**src/hdl/ast_pkg.sv**
```systemverilog
`timescale 1ns / 1ps
// ----------------------------------------------------------------------------
// ast_pkg
// Shared constants, codes and helpers for the array stack with neighbor search.
// ----------------------------------------------------------------------------
package ast_pkg;

  localparam int DEPTH      = 128;
  localparam int DATA_WIDTH = 32;
  localparam int PTR_W      = (DEPTH > 1) ? $clog2(DEPTH) : 1;
  localparam int CNT_W      = $clog2(DEPTH + 1);
  localparam int IO_W       = 32;

  typedef logic [DATA_WIDTH-1:0] word_t;
  typedef logic [PTR_W-1:0]      ptr_t;
  typedef logic [CNT_W-1:0]      cnt_t;

  typedef enum logic [2:0] {
    REQ_PUSH  = 3'd0,
    REQ_POP   = 3'd1,
    REQ_PEEK  = 3'd2,
    REQ_CLEAR = 3'd3,
    REQ_PRED  = 3'd4,
    REQ_SUCC  = 3'd5
  } req_t;

  typedef enum logic [2:0] {
    ST_OK        = 3'd0,
    ST_FULL      = 3'd1,
    ST_EMPTY     = 3'd2,
    ST_NO_PRED   = 3'd3,
    ST_NO_SUCC   = 3'd4,
    ST_NOT_FOUND = 3'd5
  } status_t;

  typedef enum logic [1:0] {
    S_IDLE,
    S_READ,
    S_SCAN,
    S_RESP
  } state_t;

  // input value -> stored word (sign-extend, then keep DATA_WIDTH bits)
  function automatic word_t to_word(input logic [IO_W-1:0] v);
    logic signed [63:0] t;
    t = 64'(signed'(v));
    return t[DATA_WIDTH-1:0];
  endfunction

  // stored word -> output data (sign-extend, then keep IO_W bits)
  function automatic logic [IO_W-1:0] to_data(input word_t w);
    logic signed [63:0] t;
    t = 64'(signed'(w));
    return t[IO_W-1:0];
  endfunction

endpackage

```
**src/hdl/ast_ram.sv**
```systemverilog
`timescale 1ns / 1ps
// ----------------------------------------------------------------------------
// ast_ram
// Simple dual-port synchronous RAM, one write and one registered read port.
// ----------------------------------------------------------------------------
module ast_ram #(
  parameter int WIDTH = 32,
  parameter int DEPTH = 128
) (
  input  logic                            clk,
  input  logic                            wr_en,
  input  logic [$clog2(DEPTH > 1 ? DEPTH : 2)-1:0] wr_addr,
  input  logic [WIDTH-1:0]                wr_data,
  input  logic                            rd_en,
  input  logic [$clog2(DEPTH > 1 ? DEPTH : 2)-1:0] rd_addr,
  output logic [WIDTH-1:0]                rd_data
);

  logic [WIDTH-1:0] mem [DEPTH];

  always_ff @(posedge clk) begin
    if (wr_en) begin
      mem[wr_addr] <= wr_data;
    end
  end

  always_ff @(posedge clk) begin
    if (rd_en) begin
      rd_data <= mem[rd_addr];
    end
  end

endmodule

```
**src/hdl/array_stack_with_neighbor_search.sv**
```systemverilog
`timescale 1ns / 1ps
// ----------------------------------------------------------------------------
// array_stack_with_neighbor_search
// LIFO stack in a synchronous RAM with predecessor and successor search.
// ----------------------------------------------------------------------------
// One request is worked at a time, one result per request. Push, clear and
// unused codes go from idle straight to the result state; pop and peek pass
// through the read state first; a search walks the RAM downward from the top,
// one entry per cycle through its single read port, and reads the neighbor of
// a hit through the read state. A new request is taken once the previous result
// sits in the output register, even if it has not yet been transferred out.
// ----------------------------------------------------------------------------
module array_stack_with_neighbor_search (
  input  logic        clk,
  input  logic        rst,
  input  logic        in_valid,
  output logic        in_ready,
  input  logic [2:0]  req_type,
  input  logic signed [31:0] value,
  output logic        out_valid,
  input  logic        out_ready,
  output logic signed [31:0] data,
  output logic [2:0]  status,
  output logic        is_empty
);

  ast_pkg::state_t  state, state_next;
  ast_pkg::cnt_t    fill, fill_next;
  ast_pkg::ptr_t    idx, idx_next;
  ast_pkg::req_t    req, req_next;
  ast_pkg::word_t   key, key_next;
  logic [ast_pkg::IO_W-1:0] res_data, res_data_next;
  ast_pkg::status_t res_status, res_status_next;

  logic          rd_en, wr_en, load_out;
  ast_pkg::ptr_t rd_addr, wr_addr;
  ast_pkg::word_t wr_data, rd_data;

  logic accept, full, empty, hit, slot_free;

  assign accept    = in_valid && in_ready;
  assign full      = (fill == ast_pkg::CNT_W'(ast_pkg::DEPTH));
  assign empty     = (fill == '0);
  assign hit       = (rd_data == key);
  assign slot_free = !out_valid || out_ready;

  ast_ram #(
    .WIDTH (ast_pkg::DATA_WIDTH),
    .DEPTH (ast_pkg::DEPTH)
  ) u_ram (
    .clk     (clk),
    .wr_en   (wr_en),
    .wr_addr (wr_addr),
    .wr_data (wr_data),
    .rd_en   (rd_en),
    .rd_addr (rd_addr),
    .rd_data (rd_data)
  );

  // next state
  always_comb begin
    state_next = state;
    unique case (state)
      ast_pkg::S_IDLE: begin
        if (in_valid) begin
          unique case (req_type)
            ast_pkg::REQ_POP, ast_pkg::REQ_PEEK: begin
              state_next = empty ? ast_pkg::S_RESP : ast_pkg::S_READ;
            end
            ast_pkg::REQ_PRED, ast_pkg::REQ_SUCC: begin
              state_next = empty ? ast_pkg::S_RESP : ast_pkg::S_SCAN;
            end
            default: state_next = ast_pkg::S_RESP;
          endcase
        end
      end
      ast_pkg::S_READ: state_next = ast_pkg::S_RESP;
      ast_pkg::S_SCAN: begin
        if (hit) begin
          if (req == ast_pkg::REQ_PRED) begin
            state_next = (idx == '0) ? ast_pkg::S_RESP : ast_pkg::S_READ;
          end else begin
            state_next = ((ast_pkg::CNT_W'(idx) + 1'b1) >= fill) ?
                         ast_pkg::S_RESP : ast_pkg::S_READ;
          end
        end else if (idx == '0) begin
          state_next = ast_pkg::S_RESP;
        end
      end
      ast_pkg::S_RESP: begin
        if (slot_free) state_next = ast_pkg::S_IDLE;
      end
      default: state_next = ast_pkg::S_IDLE;
    endcase
  end

  // datapath controls
  always_comb begin
    in_ready        = (state == ast_pkg::S_IDLE);
    rd_en           = 1'b0;
    rd_addr         = idx;
    wr_en           = 1'b0;
    wr_addr         = fill[ast_pkg::PTR_W-1:0];
    wr_data         = ast_pkg::to_word(value);
    load_out        = 1'b0;
    fill_next       = fill;
    idx_next        = idx;
    req_next        = req;
    key_next        = key;
    res_data_next   = res_data;
    res_status_next = res_status;
    unique case (state)
      ast_pkg::S_IDLE: begin
        if (accept) begin
          req_next        = ast_pkg::req_t'(req_type);
          key_next        = ast_pkg::to_word(value);
          res_data_next   = '0;
          res_status_next = ast_pkg::ST_OK;
          idx_next        = ast_pkg::PTR_W'(fill - 1'b1);
          unique case (req_type)
            ast_pkg::REQ_PUSH: begin
              if (full) begin
                res_status_next = ast_pkg::ST_FULL;
              end else begin
                wr_en     = 1'b1;
                fill_next = fill + 1'b1;
              end
            end
            ast_pkg::REQ_POP, ast_pkg::REQ_PEEK: begin
              if (empty) begin
                res_status_next = ast_pkg::ST_EMPTY;
              end else begin
                rd_en   = 1'b1;
                rd_addr = ast_pkg::PTR_W'(fill - 1'b1);
                if (req_type == ast_pkg::REQ_POP) fill_next = fill - 1'b1;
              end
            end
            ast_pkg::REQ_CLEAR: fill_next = '0;
            ast_pkg::REQ_PRED, ast_pkg::REQ_SUCC: begin
              if (empty) begin
                res_status_next = ast_pkg::ST_NOT_FOUND;
              end else begin
                rd_en   = 1'b1;
                rd_addr = ast_pkg::PTR_W'(fill - 1'b1);
              end
            end
            default: ;
          endcase
        end
      end
      ast_pkg::S_READ: begin
        res_data_next = ast_pkg::to_data(rd_data);
      end
      ast_pkg::S_SCAN: begin
        if (hit) begin
          if (req == ast_pkg::REQ_PRED) begin
            if (idx == '0) begin
              res_status_next = ast_pkg::ST_NO_PRED;
            end else begin
              rd_en   = 1'b1;
              rd_addr = idx - 1'b1;
            end
          end else begin
            if ((ast_pkg::CNT_W'(idx) + 1'b1) >= fill) begin
              res_status_next = ast_pkg::ST_NO_SUCC;
            end else begin
              rd_en   = 1'b1;
              rd_addr = idx + 1'b1;
            end
          end
        end else if (idx == '0) begin
          res_status_next = ast_pkg::ST_NOT_FOUND;
        end else begin
          rd_en    = 1'b1;
          rd_addr  = idx - 1'b1;
          idx_next = idx - 1'b1;
        end
      end
      ast_pkg::S_RESP: load_out = slot_free;
      default: ;
    endcase
  end

  always_ff @(posedge clk) begin
    if (rst) begin
      state     <= ast_pkg::S_IDLE;
      fill      <= '0;
      out_valid <= 1'b0;
    end else begin
      state <= state_next;
      fill  <= fill_next;
      if (load_out) begin
        out_valid <= 1'b1;
      end else if (out_ready) begin
        out_valid <= 1'b0;
      end
    end
  end

  always_ff @(posedge clk) begin
    idx        <= idx_next;
    req        <= req_next;
    key        <= key_next;
    res_data   <= res_data_next;
    res_status <= res_status_next;
    if (load_out) begin
      data     <= res_data;
      status   <= res_status;
      is_empty <= empty;
    end
  end

endmodule

```
**config.mk**
```make
export PLATFORM = sky130hd
export DESIGN_NAME = array_stack_with_neighbor_search
export DESIGN_NICKNAME = d
export VERILOG_FILES = /design/src/hdl/ast_pkg.sv /design/src/hdl/ast_ram.sv /design/src/hdl/array_stack_with_neighbor_search.sv
export SDC_FILE = /design/constraint.sdc
export NUM_CORES = 2
export LEC_CHECK = 0
export BUFFER_PORTS_ARGS = -buffer_cell sky130_fd_sc_hd__buf_2
export CAP_MARGIN = 20
export CELL_PAD_IN_SITES_DETAIL_PLACEMENT = 0
export CELL_PAD_IN_SITES_GLOBAL_PLACEMENT = 2
export CORE_UTILIZATION = 47
export DETAILED_ROUTE_END_ITERATION = 8
export PLACE_DENSITY_LB_ADDON = 0.3
export RECOVER_POWER = 25
export REMOVE_ABC_BUFFERS = 1
export SLEW_MARGIN = 20
export SYNTH_ARGS = -nofsm -noshare
export SYNTH_HDL_FRONTEND = slang
export SYNTH_SLANG_ARGS = --single-unit
```
**constraint.sdc**
```tcl
create_clock -name clk -period 5.39 [get_ports clk]
set_input_delay 1.078 -clock clk [delete_from_list [all_inputs] [get_ports clk]]
set_output_delay 1.078 -clock clk [all_outputs]
set_load 0.005 [all_outputs]
```
* Word level (Yosys, flattened, before mapping) *
Memory sizes are Yosys's and may differ from the RTL's. A register that Yosys moved wholly into a read port is not among the register bits.
Cells that the tools add are included.

word-level totals
  memory bits (writable) = 4096
  output and inout port bits = 38
  flip-flop bits (word level) = 124
  word-level logic and storage cells = 115
  bits of input ports = 39
  memories = 1

operators by class
  reductions and logical operators = 20
  mux-type cells = 56
  add/subtract/negate cells = 5
  order comparisons = 1
  equality and inequality tests = 21

memories
  memory     depth  bits a word  rd ports  clocked after Yosys merged registers in  write ports  line           text
  u_ram.mem  128    32           1         1                                        1            ast_ram.sv:19  logic [WIDTH-1:0] mem [DEPTH];

operators by type and width
  kind                 number
  $pmux 32 s2          1
  $mux 7               9
  $eq 32x32->1         1
  $mux 32              1
  $pmux 7 s2           2
  $mux 8               3
  $pmux 8 s3           1
  $mux 3               7
  $mux 1               18
  $mux 2               9
  $ne 2x2->1 const B   6
  $eq 3x3->1 const B   3
  $pmux 3 s3           1
  $add 7x1->8 const B  1
  $add 8x1->8 const B  1
  $eq 8x8->1 const B   1
  $ge 8x8->1           1
  $logic_not 8->1      1
  $pmux 2 s4           1
  $sub 8x1->8 const B  1
  $add 7x1->7 const B  1
  $logic_not 7->1      1
  $sub 7x1->7 const B  1
  $eq 3x2->1 const B   2
  other kinds (22)     29

* Logic depth before layout (Yosys ltp) *
  depth after elaboration = 7
  mapped depth = 21

* By module *
Synthesis repeated with hierarchy kept, for this count alone.

unflattened totals
  cell total of the unflattened synthesis = 6483
  area, all modules = 162696.0 µm²

modules (own cells, without submodules)
  module                            cells an instance  seq. area each (µm²)  instances  area an instance (µm²)
  ast_ram                           5990               123958.9              1          156596.4
  array_stack_with_neighbor_search  493                3613.5                1          6099.6

* Worst setup path before layout *
No wires, ideal clock.

  path type = register to register
  start point = register idx[1]
  end point = register u_ram.rd_data[3] (read register of u_ram.mem), data pin
  setup time = 0.266 ns
  clock period less this slack = 4.448 ns
  data required time = 5.124 ns
  stages on the path, launching flop included = 18
  arrival time = 4.182 ns
  path slack = 0.942 ns
  cells stage by stage = edfxtp_1 -> ha_1 -> nand3_1 -> nor2_1 -> xor2_1 -> ha_1 -> and2_1 -> a221o_1 -> buf_1 -> o31a_1 -> o311a_1 -> a221o_1 -> or3_1 -> clkbuf_1 -> clkbuf_1 -> a2111oi_0 -> a22o_1 -> nor4_1

on the way
  cells in the longest elaborated chain, start to end = 6
  elaborated cells between the ends (all ways) = 18
  classes of those cells = 3 x add/sub; 1 x order compare; 13 x mux; 1 x reduce/logical

RTL lines
  element                                          line                                     text
  from (decl)                                      array_stack_with_neighbor_search.sv:29   ast_pkg::ptr_t idx, idx_next;
  from (signal assigned)                           array_stack_with_neighbor_search.sv:201  idx <= idx_next;
  $add 7x1->8                                      array_stack_with_neighbor_search.sv:164  if ((ast_pkg::CNT_W'(idx) + 1'b1) >= fill) begin
  $ge 8x8->1                                       array_stack_with_neighbor_search.sv:164
  $mux 7 / $mux 1 (equally long branches)          array_stack_with_neighbor_search.sv:164
  $mux 7 / $mux 1 (equally long branches)          array_stack_with_neighbor_search.sv:156  if (req == ast_pkg::REQ_PRED) begin
  $mux 7 / $mux 1 (equally long branches)          array_stack_with_neighbor_search.sv:155  if (hit) begin
  $pmux 7 s2 / $pmux 1 s2 (equally long branches)  array_stack_with_neighbor_search.sv:112  unique case (state)
  to (decl)                                        ast_ram.sv:16                            output logic [WIDTH-1:0] rd_data

Parallel ways exist; a longest one is shown, timed or not.
A chain may end at the register's enable or synchronous reset.

* Worst setup path in the final report *
  start point = register u_ram.rd_data[5] (read register of u_ram.mem)
  end point = register u_ram.rd_data[26] (read register of u_ram.mem), data pin

on the way
  cells in the longest elaborated chain, start to end = 3
  elaborated cells between the ends (all ways) = 5
  classes of those cells = 1 x eq/ne; 4 x mux

RTL lines
  element                                          line                                     text
  $eq 32x32->1 *                                   array_stack_with_neighbor_search.sv:44   assign hit = (rd_data == key);
  $mux 7 / $mux 1 (equally long branches)          array_stack_with_neighbor_search.sv:155
  $pmux 7 s2 / $pmux 1 s2 (equally long branches)  array_stack_with_neighbor_search.sv:112

Every way passes the cells marked *; elsewhere a longest branch is shown, timed or not.

==> out/results.txt <==
Sequential share of power: 30.5%
Int Pwr: 75.93 mW
Lkg Pwr: 67.63 nW
Hold crit path type: flop to flop
Final instance area: 0.2014 mm²
Die W: 601.1 µm
Fin. Hold Viols: 0
Starting Density: 47.32%
Clock transition at path regs: 0.06 ns
Met3 wire length: 55.11 mm
Crit. End Element: flop
Setup TNS: 0 ns
Total power draw: 123.5 mW
First-pass GRT wire length: 794.0 mm
Area after DPL: 0.1867 mm²
Reg2reg end: u_ram.rd_data[26]
DRT antenna net count: 0
Sequential cell area fraction in the yosys report: 75.62%
Wl on met1: 223.8 mm
Syn. warnings: 0
Initial antenna violation count: 57
Net Sw Power: 47.60 mW
Main flop type after synthesis: edfxtp_1
Worst-path fanout max: 19
Vias in the first global route: 104300
Hold_buf cts: 0
CTS Root Cell: clkbuf_16
Sw frac: 38.53%
Worst-margin pin slew: 4.709 ns
Die height: 601.1 µm
Cell Count, Final, Fillers Out: 17230
Clk Latency, worst-skew pair: 1.03 ns
Placed Cells: 16360
Clock skew: 0.07354 ns
HP Start: res_data[31]
IO Pins: 77
Most frequent cells in the layout: 4241 x edfxtp_1, 1753 x nand2_1, 1038 x buf_4, 662 x a21oi_1, 516 x nand3_1
Syn Area/Cell: 15.39 µm²
Max Cap Viol: 34
Post-Syn Area: 0.1687 mm²
Post-synthesis register bit count: 4252
TritonCTS buffer count: 436
Overall Global Routing Usage: 31.00%
Uppermost layer routed: met5
Largest net degree at the start of global routing: 130
Worst Reg2Reg Path Length in Cells: 16
Power Density: 613.4 mW/mm²
CP Launch Type: flop
Nets: 12130
Final Setup Violations: 0
Buffer depth of the longest clock path: 4
Max Clock Freq: 186.0 MHz
Logic pwr share: 45.2%
Clk pwr share: 24.3%
TritonRoute pass-1 iters: 6
Area grow syn2layout: 19.37%
Total core area: 0.3565 mm²
Post-Synthesis Cells: 10960
DR WL met2: 262.5 mm
Hpwl dp: 348.4 mm
IO buf count: 76
R2R Setup Slk: 0.01 ns
Failing checks: capacitance limit, slew limit
Total gr overflow: 0
Yosys cell types: 94
VDD IR-drop max: 0.4925 mV
CTS tree: done
H-tree depth: 5
Die area: 0.3613 mm²
Critical path required time: 6.09 ns
Number of remaining DRC errors: 0
RR Startpoint: u_ram.rd_data[5]
Via Count: 107900
Post-synth EDFFs: 4241
CP arrival: 6.07 ns
Std cell rows: 219
DRT Wirelength: 572.8 mm
Slew headroom: -213.9%
RePlAce Congestion: 0.9277
Sink Count: 4252
Slew Limit Fails: 2255
Status: finished, violations left
FILL cells: 27710
Async S/R FF share, synth: 0%
Initial drt markers: 14480
Post-layout minimum cycle time: 5.376 ns
Wirelength per Cell: 33.25 µm
Most common cell after layout, fill and taps aside: edfxtp_1
Share of cells above drive strength 1: 20.01%
Hold depth: 0
Via density: 6.262
Setup CP Type: flop to flop
WHS Endpoint: data[31]
Final worst-path cycle share: 99.74%
## metal layers
layer / global-route usage (%) / vias up
li1: - / 45200
met1: 42.48 / 55540
met2: 48.47 / 6072
met3: 4.868 / 1066
met4: 15.36 / 16
met5: 0 / -
## critical path: stages, from the launching register on
cell and delay [ns]:
edfxtp_1 0.63, xor2_1 0.25, nor4_2 0.36, buf_4 0.17, and4_1 0.25, buf_12 0.16
nand3_2 0.22, buf_4 0.24, o2111ai_4 0.30, nand3_4 0.29, buf_12 0.27, buf_4 0.22
a211oi_1 0.32, a211oi_1 0.09, or4_4 0.61, o211ai_1 0.46, nor4_1 0.16
## cells by family after synthesis
group,share of synthesized area [%]
buffers and inverters,2.645
and+or+nand+nor,7.456
adders and majority gates,0.1261
muxes,4.816
DFF,75.62
AOI/OAI and AO/OA,9.094
xor gates and xnor gates,0.2440
## through the flow
step	hold WS, ns	utilization (%)	setup WS [ns]
floorplan	0.4003	-	-42.29
global placement	0.4056	52.34	-1.536
detailed placement	0.4054	52.36	-0.6581
CTS	0.3973	56.37	0.01238
global route	0.4204	56.48	-0.03364
finish	0.4148	56.49	0.01388
## how the worst max path moves through the flow
stage,from,to,cells past startpoint
final,u_ram.rd_data[5],u_ram.rd_data[26],16
after global routing,idx[0],u_ram.rd_data[26],25
after CTS,idx[0],u_ram.rd_data[26],20
after detailed placement,req_type[1],u_ram.rd_data[7],20
after global placement,req_type[1],u_ram.rd_data[21],19
after floorplan,req_type[0],u_ram.rd_data[30],11
## final cells by class
cell class	count	area [µm²]	area share (%)
diodes	42	105.1	0.05219
clock buffers	534	11410	5.664
clock inverters	269	2651	1.316
inverters	175	656.9	0.3262
multi-input cells	5754	38300	19.02
flip-flops and latches	4252	127600	63.35
well taps	4751	5944	2.952
repair buffers	1452	14760	7.327
## flip-flops by register name, indices dropped and copies added (netlist names), 2 cells and up
name / flops
status: 3
fill: 8
res_status: 3
data: 32
idx: 7
req: 3
res_data: 32
state: 2
key: 32
u_ram.mem: 4096
u_ram.rd_data: 32
## synthesized netlist by cell type (10+ instances only)
cell type,number,area [µm²]
a22oi_1,114,855.8
nand2_1,1760,6606
o31ai_1,14,105.1
mux2i_1,490,4905
dfxtp_1,11,220.2
o2111ai_1,47,411.6
a221oi_1,10,87.58
and4_1,118,1033
o21ai_0,26,130.1
and3_1,32,200.2
nor4_1,70,437.9
mux4_2,64,1441
a22o_1,121,1060
buf_4,69,518.0
a311oi_1,33,289.0
edfxtp_1,4241,127400
inv_1,175,656.9
o22ai_1,45,281.5
or4_1,14,105.1
a211o_1,16,140.1
buf_2,321,1607
a211oi_1,306,2297
buf_6,27,304.0
a21oi_1,662,3313
mux2_2,158,1779
o211ai_1,353,2650
nand4_1,21,131.4
a31oi_1,15,93.84
buf_1,48,180.2
clkbuf_1,319,1197
a32oi_1,41,359.1
a2111oi_0,86,753.2
o221ai_1,161,1410
nand3_1,526,2633
nor2_1,165,619.3
o211a_1,39,390.4
and2_1,42,262.8
xnor2_1,10,87.58
xor2_1,37,324.1
ha_1,17,212.7
nor3_1,17,85.08
## power groups by stage
stage	combinational, mW	clock [mW]	sequential (mW)
2_1_floorplan	18.7	0	38.0
3_3_place_gp	53.6	0	38.3
3_5_place_dp	54.1	0	38.4
4_1_cts	54.6	30.3	37.7
5_1_grt	58.2	31.5	37.7
6_report	55.8	30.0	37.7
## what timing repair did
item / CTS / global route
endpoints found under the hold margin: 0 / 0
cloned: 0 / 4
setup buffers: 3 / 22
pin swaps: 4 / 13
endpoints found under the setup margin: 19 / 32
gates resized for setup: 47 / 41
No activity file was read; power rests on OpenSTA's default activity.
